`config.mk`:
```
export PLATFORM = sky130hd
export DESIGN_NAME = sticky_modifier_key_fsm_unit_flat
export DESIGN_NICKNAME = d
export VERILOG_FILES = /design/src/rtl/core/skm_pkg.sv /design/src/rtl/core/skm_if.sv /design/src/rtl/core/sticky_modifier_key_fsm_unit.sv /design/src/flat_wrapper.sv
export SDC_FILE = /design/constraint.sdc
export NUM_CORES = 1
export LEC_CHECK = 0
export BUFFER_PORTS_ARGS = -buffer_cell sky130_fd_sc_hd__buf_2
export CORE_UTILIZATION = 39
export CTS_BUF_LIST = sky130_fd_sc_hd__clkbuf_16
export DETAILED_ROUTE_END_ITERATION = 12
export GPL_TIMING_DRIVEN = 1
export PLACE_DENSITY = 0.64
export SLEW_MARGIN = 30
export SYNTH_ARGS = -nofsm -noshare
export SYNTH_HDL_FRONTEND = slang
export SYNTH_SLANG_ARGS = --single-unit
```
`constraint.sdc`:
```
create_clock -name clk -period 8.85 [get_ports clk]
set_input_delay 0.885 -clock clk [delete_from_list [all_inputs] [get_ports clk]]
set_output_delay 0.885 -clock clk [all_outputs]
set_load 0.005 [all_outputs]
```
`src/rtl/core/skm_pkg.sv`:
```
// ----------------------------------------------------------------------------
// skm_pkg
// Shared types and constants for the sticky modifier key unit.
// ----------------------------------------------------------------------------
package skm_pkg;

	typedef logic [7:0] count_t;
	typedef logic [3:0] blink_t;
	typedef logic [2:0] mode_t;
	typedef logic [1:0] color_t;
	typedef logic [5:0] key_t;

	// modifier modes, one-shot codes are odd, locked codes follow them
	localparam mode_t MODE_NORMAL    = 3'd0;
	localparam mode_t MODE_SHIFT_ONE = 3'd1;
	localparam mode_t MODE_SHIFT_LCK = 3'd2;
	localparam mode_t MODE_SYM_ONE   = 3'd3;
	localparam mode_t MODE_SYM_LCK   = 3'd4;
	localparam mode_t MODE_FN_ONE    = 3'd5;
	localparam mode_t MODE_FN_LCK    = 3'd6;

	localparam int NUM_MOD = 3;

	// one-shot code per modifier, in priority order shift, sym, fn
	localparam mode_t MOD_ONE_SHOT [NUM_MOD] = '{MODE_SHIFT_ONE, MODE_SYM_ONE, MODE_FN_ONE};
	localparam mode_t MOD_LOCKED   [NUM_MOD] = '{MODE_SHIFT_LCK, MODE_SYM_LCK, MODE_FN_LCK};

	localparam color_t LED_OFF = 2'd0;

	localparam blink_t BLINK_ON_AT = 4'd4;
	localparam blink_t BLINK_TOP   = 4'd8;
	localparam key_t   KEY_NONE    = 6'd0;
	localparam key_t   KEY_MAX     = 6'd48;
	localparam count_t LONG_PRESS_RESET = 8'd10;

	typedef struct packed {
		logic shift_down;
		logic sym_down;
		logic fn_down;
		key_t key_index;
	} skm_in_t;

	typedef struct packed {
		logic   led_update;
		color_t led_color;
		logic   key_valid;
		key_t   key_out;
		mode_t  key_mode;
		mode_t  mode_now;
	} skm_out_t;

endpackage

```
`src/rtl/core/skm_if.sv`:
```
// ----------------------------------------------------------------------------
// skm_in_if / skm_out_if
// Valid/ready channels carrying scan words in and result words out.
// ----------------------------------------------------------------------------
interface skm_in_if;
	import skm_pkg::*;
	logic    valid;
	logic    ready;
	skm_in_t data;
	modport source (output valid, output data, input ready);
	modport sink (input valid, input data, output ready);
endinterface

interface skm_out_if;
	import skm_pkg::*;
	logic     valid;
	logic     ready;
	skm_out_t data;
	modport source (output valid, output data, input ready);
	modport sink (input valid, input data, output ready);
endinterface

```
`src/rtl/core/sticky_modifier_key_fsm_unit.sv`:
```
// ----------------------------------------------------------------------------
// sticky_modifier_key_fsm_unit
// Sticky shift/sym/fn modifiers with long-press lock and blinking LED color.
// ----------------------------------------------------------------------------
// Usage:
//   scan   : one word per keyboard scan tick (modifier levels, key index).
//   result : one word per scan word (LED refresh and color, reported key,
//            lookup mode, mode held afterwards).
//   cfg_wr_en/cfg_wr_data : long-press limit, written while the unit is idle.
// Path: an accepted word waits in the input register; its result word is
//   then registered in the result register and held there until taken.
// Throughput: one word per cycle unless stalled; the mode, counter and blink
//   registers change in one short pass as a word leaves the input register.
// Stall: when result is not taken, the result register holds and the input
//   register takes one more word; scan.ready then drops until result moves.
// Reset: mode normal, all counters and blink cleared, limit 10, both
//   registers empty.
// ----------------------------------------------------------------------------
module sticky_modifier_key_fsm_unit (
	input  logic            clk,
	input  logic            arst_n,
	input  logic            cfg_wr_en,
	input  skm_pkg::count_t cfg_wr_data,
	skm_in_if.sink          scan,
	skm_out_if.source       result
);
	import skm_pkg::*;

	logic     valid_s1;
	skm_in_t  word_s1;
	logic     out_valid_q;
	skm_out_t out_word_q;
	logic     advance;

	count_t   lim_q;
	mode_t    mode_q;
	count_t   cnt_q [NUM_MOD];
	blink_t   blink_q;

	mode_t    mode_n;
	count_t   cnt_n [NUM_MOD];
	blink_t   blink_n;
	skm_out_t res_n;

	assign advance      = valid_s1 && (!out_valid_q || result.ready);
	assign scan.ready   = !valid_s1 || advance;
	assign result.valid = out_valid_q;
	assign result.data  = out_word_q;

	always_comb begin
		logic   early;
		logic   down [NUM_MOD];
		logic   kv;
		color_t c;
		early = 1'b0;
		kv    = 1'b0;
		c     = LED_OFF;
		down[0] = word_s1.shift_down;
		down[1] = word_s1.sym_down;
		down[2] = word_s1.fn_down;
		mode_n  = mode_q;
		blink_n = blink_q;
		for (int i = 0; i < NUM_MOD; i++) cnt_n[i] = cnt_q[i];
		res_n = '0;

		for (int i = 0; i < NUM_MOD; i++) begin
			if (!early) begin
				if (down[i]) begin
					if (mode_n != MODE_NORMAL) begin
						// pressing a modifier cancels the active mode
						cnt_n[i] = '0;
						mode_n   = MODE_NORMAL;
					end else begin
						if (cnt_n[i] < lim_q) cnt_n[i] = cnt_n[i] + 8'd1;
						for (int j = 0; j < NUM_MOD; j++) begin
							if (j != i) cnt_n[j] = '0;
						end
						blink_n = '0;
						early   = 1'b1;
					end
				end
				if (!early) begin
					if (cnt_n[i] == lim_q) mode_n = MOD_LOCKED[i];
					else if (cnt_n[i] != '0) mode_n = MOD_ONE_SHOT[i];
				end
			end
		end

		if (!early) begin
			if (mode_n != MODE_NORMAL) begin
				c = color_t'((4'(mode_n) + 4'd1) >> 1);
				if (mode_n[0] && blink_n < BLINK_ON_AT) c = LED_OFF;
			end
			res_n.led_update = 1'b1;
			res_n.led_color  = c;
			kv = (word_s1.key_index != KEY_NONE) && (word_s1.key_index <= KEY_MAX);
			if (kv) begin
				res_n.key_valid = 1'b1;
				res_n.key_out   = word_s1.key_index;
				res_n.key_mode  = mode_n;
				// a key consumes a one-shot mode
				if (mode_n[0]) begin
					mode_n = MODE_NORMAL;
					for (int i = 0; i < NUM_MOD; i++) cnt_n[i] = '0;
				end
			end
			if (blink_n < BLINK_TOP) blink_n = blink_n + 4'd1;
			else blink_n = '0;
		end
		res_n.mode_now = mode_n;
	end

	always_ff @(posedge clk or negedge arst_n) begin
		if (!arst_n) begin
			valid_s1    <= 1'b0;
			out_valid_q <= 1'b0;
			lim_q       <= LONG_PRESS_RESET;
			mode_q      <= MODE_NORMAL;
			blink_q     <= '0;
			for (int i = 0; i < NUM_MOD; i++) cnt_q[i] <= '0;
		end else begin
			if (cfg_wr_en) lim_q <= cfg_wr_data;
			if (scan.ready) valid_s1 <= scan.valid;
			if (advance) out_valid_q <= 1'b1;
			else if (result.ready) out_valid_q <= 1'b0;
			if (advance) begin
				mode_q  <= mode_n;
				blink_q <= blink_n;
				for (int i = 0; i < NUM_MOD; i++) cnt_q[i] <= cnt_n[i];
			end
		end
	end

	always_ff @(posedge clk) begin
		if (scan.ready && scan.valid) word_s1 <= scan.data;
		if (advance) out_word_q <= res_n;
	end

endmodule

```
`src/flat_wrapper.sv`:
```
// flat-port wrapper written by rule: the top's interface ports become plain ports
module sticky_modifier_key_fsm_unit_flat import skm_pkg::*;
  (clk, arst_n, cfg_wr_en, cfg_wr_data, scan_valid, scan_data, scan_ready, result_valid, result_data, result_ready);
  skm_in_if scan_i ();
  skm_out_if result_i ();
  input  logic clk;
  input  logic arst_n;
  input  logic cfg_wr_en;
  input  skm_pkg::count_t cfg_wr_data;
  input wire logic [$bits(scan_i.valid)-1:0] scan_valid;
  input wire logic [$bits(scan_i.data)-1:0] scan_data;
  output wire logic [$bits(scan_i.ready)-1:0] scan_ready;
  output wire logic [$bits(result_i.valid)-1:0] result_valid;
  output wire logic [$bits(result_i.data)-1:0] result_data;
  input wire logic [$bits(result_i.ready)-1:0] result_ready;
  assign scan_i.valid = scan_valid;
  assign scan_i.data = scan_data;
  assign scan_ready = scan_i.ready;
  assign result_valid = result_i.valid;
  assign result_data = result_i.data;
  assign result_i.ready = result_ready;
  sticky_modifier_key_fsm_unit u_core (.clk(clk), .arst_n(arst_n), .cfg_wr_en(cfg_wr_en), .cfg_wr_data(cfg_wr_data), .scan(scan_i), .result(result_i));
endmodule
```
==> results.txt <==
The buffers inserted during post-CTS setup optimization came out at 0. For this block, the initial DRC count from the detailed router was around 450. Dividing the synthesized area by the synthesized cell count gives between 8 and 9 um^2. The die covers ~15000 um^2. For hold timing, the worst endpoint is u_core.result.valid$_DFFE_PN0P_. Counting buffers and inverters, the worst setup path is 31 cells deep.

Clock skew on the completed layout was measured at approximately 9.5 ps. TritonCTS built the clock tree. The via count came out at approximately 5.5k. The worst hold path begins at u_core.valid_s1$_DFFE_PN0N_.

The number of inserted diodes came out at 0. The number of standard-cell rows in the floorplan is 44. The area of the mapped netlist is between 5000 and 6000 um^2.

The detailed-route wire length per cell came out at slightly above 20 um. The overall routed net length is 17880 um. The share of total power dissipated in combinational logic is 0.415. The delay contributed by the slowest stage of the critical path is approximately 610 ps. The number of pins exceeding their max-slew limit in the final report was 0. The share of layout cells above drive strength 1 is 0.1817. The largest individual stage delay along the critical path comes from the cell sky130_fd_sc_hd__dfrtp_1.

For this block, wires on met1 add up to a little under 8000 um. After detailed placement, the total cell area comes to around 6100 um^2. Summed over all cells, the static leakage comes to about 2.7 nW.

The flow ran to the end, and the final reports show no timing, DRC or antenna violations. Summed over all nets, the half-perimeter wirelength after detailed placement is between 10000 and 15000 um. The initial cell density of the core is 0.3972. The power per cell area is roughly 210 nW/um^2.

The synthesized flop and latch total came out at 66. For this run, the total global-route usage over all layers was measured as 0.2471. The fraction of registers with async set or reset after synthesis is 0.6212. The data required time of the critical path came out at between 9000 and 10000 ps. The switching component of the power came out at approximately 0.56 mW. Counting flops with a built-in enable in the synthesized netlist gives 25.

The floorplan core area came out at approximately 14000 um^2. Among all flip-flop cells after synthesis, the most frequent one is sky130_fd_sc_hd__dfrtp_1. The path class of the tightest hold or removal check is reg -> reg. In this run the horizontal extent of the chip is around 120 um. The post-route core utilization came out at 0.4431. The setup TNS is 0 ps. Derived from the worst setup path, the maximum achievable clock frequency is 121.4 MHz.

Synthesis produced a netlist with a net count of between 600 and 700. Max-cap violations in this run came to 0. The class of the most critical setup path is reg -> reg.

The cell family contributing the most delay on the critical path is compound AO/OA/AOI/OAI gates. The highest metal layer carrying signal wires in the routed design is met4. Of the total power, registers draw 0.303. The maximum fanout count along the critical path is 11.

The filler-free cell count of the finished design came out at 861. The time the worst path needs with I/O delays and setup is 8234 ps. The global-route wire length before repair came out at between 20000 and 30000 um.

The layout filler cell count came out at 1412. The switching share of power is 0.4179. Buffers inserted during clock tree synthesis total 9. The transition at the pin with the smallest max-transition slack came out at between 900 and 1000 ps. The count of distinct cell types in the synthesized netlist came out at approximately 100. The sum of met3 wire segment lengths after detailed routing is between 900 and 1000 um. The count of antenna-violating nets left after detailed routing came out at 0. The cell sitting at the root of the clock tree is a sky130_fd_sc_hd__clkbuf_16. The highest ir drop seen on vdd is 0.09957 mV. The post-CTS clock slew at the launch and capture registers of the worst setup and hold paths came out at 60 ps. The worst register-to-register path ends at u_core.result.data[14]$_SDFFCE_PP0P_.

The H-tree depth is 3. The number of antenna violations at the first check in global routing is 0. The share of total power dissipated in the clock network is 0.283.

The routed length on met2 came out at about 8400 um. The number of iterations in the first detailed-routing pass came out at 5. Setup violations remaining at the end of the flow were counted as 0. The number of sinks handled by clock tree synthesis came out at between 60 and 70. The total of buffers placed on input and output ports is 39. At the end of routability-driven placement, the weighted congestion stood at roughly 0.98.

For the worst setup path, the data arrival time is 8420 ps. The via count of the first global-routing pass came out at between 5k and 6k. The area growth from synthesis to layout is 11.55%. After routing the design area is 6415 um^2. 40 I/O pins were placed. Clock latency on the worst-skew pair, taken at its later pin, is approximately 350 ps. The share of the clock period used by the worst path came out at 0.9304.

Setup repair after global routing left no endpoint under its margin. The number of placed cells counting well taps is 845. The vertical die dimension came out at about 120 um.

Of the synthesized area, sequential elements account for 0.3094. Synthesis handed over a netlist of roughly 650 instances. The largest net degree at the start of global routing came out at 42. The worst reg2reg path depth is 31. The ratio of routed vias to standard cells is 6.379. After global routing the overflow that remains totals 0.

Across all register-to-register paths, the minimum setup slack is 620 ps. The number of warnings issued by yosys came out at 0. The count of endpoints failing hold in the final timing report is 0.

The number of nets in the layout is 722. The number of buffers and inverters on the critical path is 4. In this run the critical register-to-register path is launched from u_core.lim_q[4]$_DFFE_PN0P_. The instance count along the most critical hold path came out at 1.

The worst setup path is captured at a register. The number of remaining DRC errors is 0. The remaining max-slew budget at the tightest pin is 0.3597. The clock passes through at most 2 buffers. Cell internal power was estimated by the tool at around 0.78 mW. The sort of element at the start of the critical path is a register.
==> layout make-up <==
class                           instances  area, um^2  share of cell area
Multi-Input combinational cell        513        3685              0.5744
Sequential cell                        66        1780              0.2776
Timing Repair Buffer                   53       302.8             0.04720
Tap cell                              184       230.2             0.03589
Clock buffer                            9       225.2             0.03511
Inverter                               29       111.4             0.01736
Clock inverter                          7       80.08             0.01248
==> timing repair <==
| item | 4_1_cts | 5_1_grt |
|---|---|---|
| gates resized for setup | 0 | 3 |
| hold buffers | 0 | 0 |
| endpoints found under the setup margin | 0 | 4 |
| hold endpoints to repair | 0 | 0 |
==> per-stage QoR <==
step	hold slack [ps]	setup WS, ps	power, mW
2_1_floorplan	457.2	1640	0.8014
3_3_place_gp	475.8	760.6	0.9483
3_5_place_dp	507.3	536.3	0.9520
4_1_cts	518.1	490.6	1.333
5_1_grt	541.6	24.21	1.403
6_report	508.3	615.8	1.338
==> synth_stat cells (9+ instances only) <==
cell type | instances | area (um^2)
sky130_fd_sc_hd__and2_1 | 16 | 100.1
sky130_fd_sc_hd__xnor2_1 | 15 | 131.4
sky130_fd_sc_hd__o21ai_0 | 35 | 175.2
sky130_fd_sc_hd__a21oi_1 | 29 | 145.1
sky130_fd_sc_hd__a22o_1 | 19 | 166.4
sky130_fd_sc_hd__ha_1 | 28 | 350.3
sky130_fd_sc_hd__nor3_1 | 17 | 85.08
sky130_fd_sc_hd__a211oi_1 | 9 | 67.56
sky130_fd_sc_hd__nand2_1 | 60 | 225.2
sky130_fd_sc_hd__a21o_1 | 10 | 75.07
sky130_fd_sc_hd__nand3_1 | 24 | 120.1
sky130_fd_sc_hd__and3_1 | 19 | 118.9
sky130_fd_sc_hd__clkbuf_1 | 20 | 75.07
sky130_fd_sc_hd__nor2_1 | 50 | 187.7
sky130_fd_sc_hd__inv_1 | 22 | 82.58
sky130_fd_sc_hd__dfrtp_1 | 39 | 975.9
sky130_fd_sc_hd__edfxtp_1 | 25 | 750.7
==> cell usage in the layout, fill, tap and decap left out, types with 6 or more instances in the layout <==
cell type	count
sky130_fd_sc_hd__mux2i_1	6
sky130_fd_sc_hd__nand3_1	24
sky130_fd_sc_hd__a21oi_1	28
sky130_fd_sc_hd__dfrtp_1	38
sky130_fd_sc_hd__buf_4	15
sky130_fd_sc_hd__and4_1	6
sky130_fd_sc_hd__a31oi_1	8
sky130_fd_sc_hd__o21ai_0	34
sky130_fd_sc_hd__ha_1	28
sky130_fd_sc_hd__nand2_1	60
sky130_fd_sc_hd__a21o_1	10
sky130_fd_sc_hd__a211oi_1	9
sky130_fd_sc_hd__nand2b_1	8
sky130_fd_sc_hd__a22o_1	19
sky130_fd_sc_hd__inv_1	22
sky130_fd_sc_hd__clkbuf_16	9
sky130_fd_sc_hd__xnor2_1	15
sky130_fd_sc_hd__o21a_1	7
sky130_fd_sc_hd__edfxtp_1	25
sky130_fd_sc_hd__and2_1	16
sky130_fd_sc_hd__nor4_1	8
sky130_fd_sc_hd__nor2_1	50
sky130_fd_sc_hd__and3_1	19
sky130_fd_sc_hd__nand4_1	8
sky130_fd_sc_hd__nor3_1	17
sky130_fd_sc_hd__buf_2	38
==> kinds of logic after synthesis <==
family                     after synthesis  synth area share
AOI/OAI and AO/OA                      199            0.2787
xor gates and xnor gates                20           0.03525
adders and majority gates               28           0.06092
buffers and inverters                   66           0.05178
DFF                                     66            0.3094
muxes                                   11           0.02219
and+or+nand+nor                        255            0.2417
==> flip-flops by register name, summed over array words and instances, names as in the netlist <==
register,cells
u_core.blink_q,4
u_core.cnt_q,24
u_core.word_s1,9
u_core.mode_q,3
u_core.valid_s1,1
u_core.lim_q,8
u_core.result.data,16
u_core.result.valid,1
==> how the worst max path moves through the flow <==
stage,startpoint,endpoint,slack (ps)
after floorplan,u_core.lim_q[4]$_DFFE_PN0P_,u_core.result.data[14]$_SDFFCE_PP0P_,1640
final,u_core.lim_q[4]$_DFFE_PN0P_,u_core.result.data[14]$_SDFFCE_PP0P_,620
after global routing,u_core.lim_q[4]$_DFFE_PN0P_,u_core.result.data[14]$_SDFFCE_PP0P_,20
after CTS,u_core.lim_q[7]$_DFFE_PN0P_,u_core.result.data[14]$_SDFFCE_PP0P_,490
after global placement,u_core.lim_q[7]$_DFFE_PN0P_,u_core.result.data[14]$_SDFFCE_PP0P_,760
after detailed placement,u_core.lim_q[7]$_DFFE_PN0P_,u_core.result.data[14]$_SDFFCE_PP0P_,540
==> routing by layer <==
layer  up-vias  track usage
met1      2706       0.3270
met2       196       0.3956
li1       2540            -
met4         0       0.1145
met3        50      0.03644
met5         -            0
==> power groups by stage <==
| stage | logic (mW) | clock network [mW] | registers (mW) |
|---|---|---|---|
| final | 0.555 | 0.378 | 0.405 |
| after global routing | 0.600 | 0.394 | 0.409 |
| after CTS | 0.547 | 0.383 | 0.403 |
| after detailed placement | 0.544 | 0 | 0.408 |
| after global placement | 0.541 | 0 | 0.408 |
| after floorplan | 0.417 | 0 | 0.385 |
No activity file was read; power rests on OpenSTA's default activity.
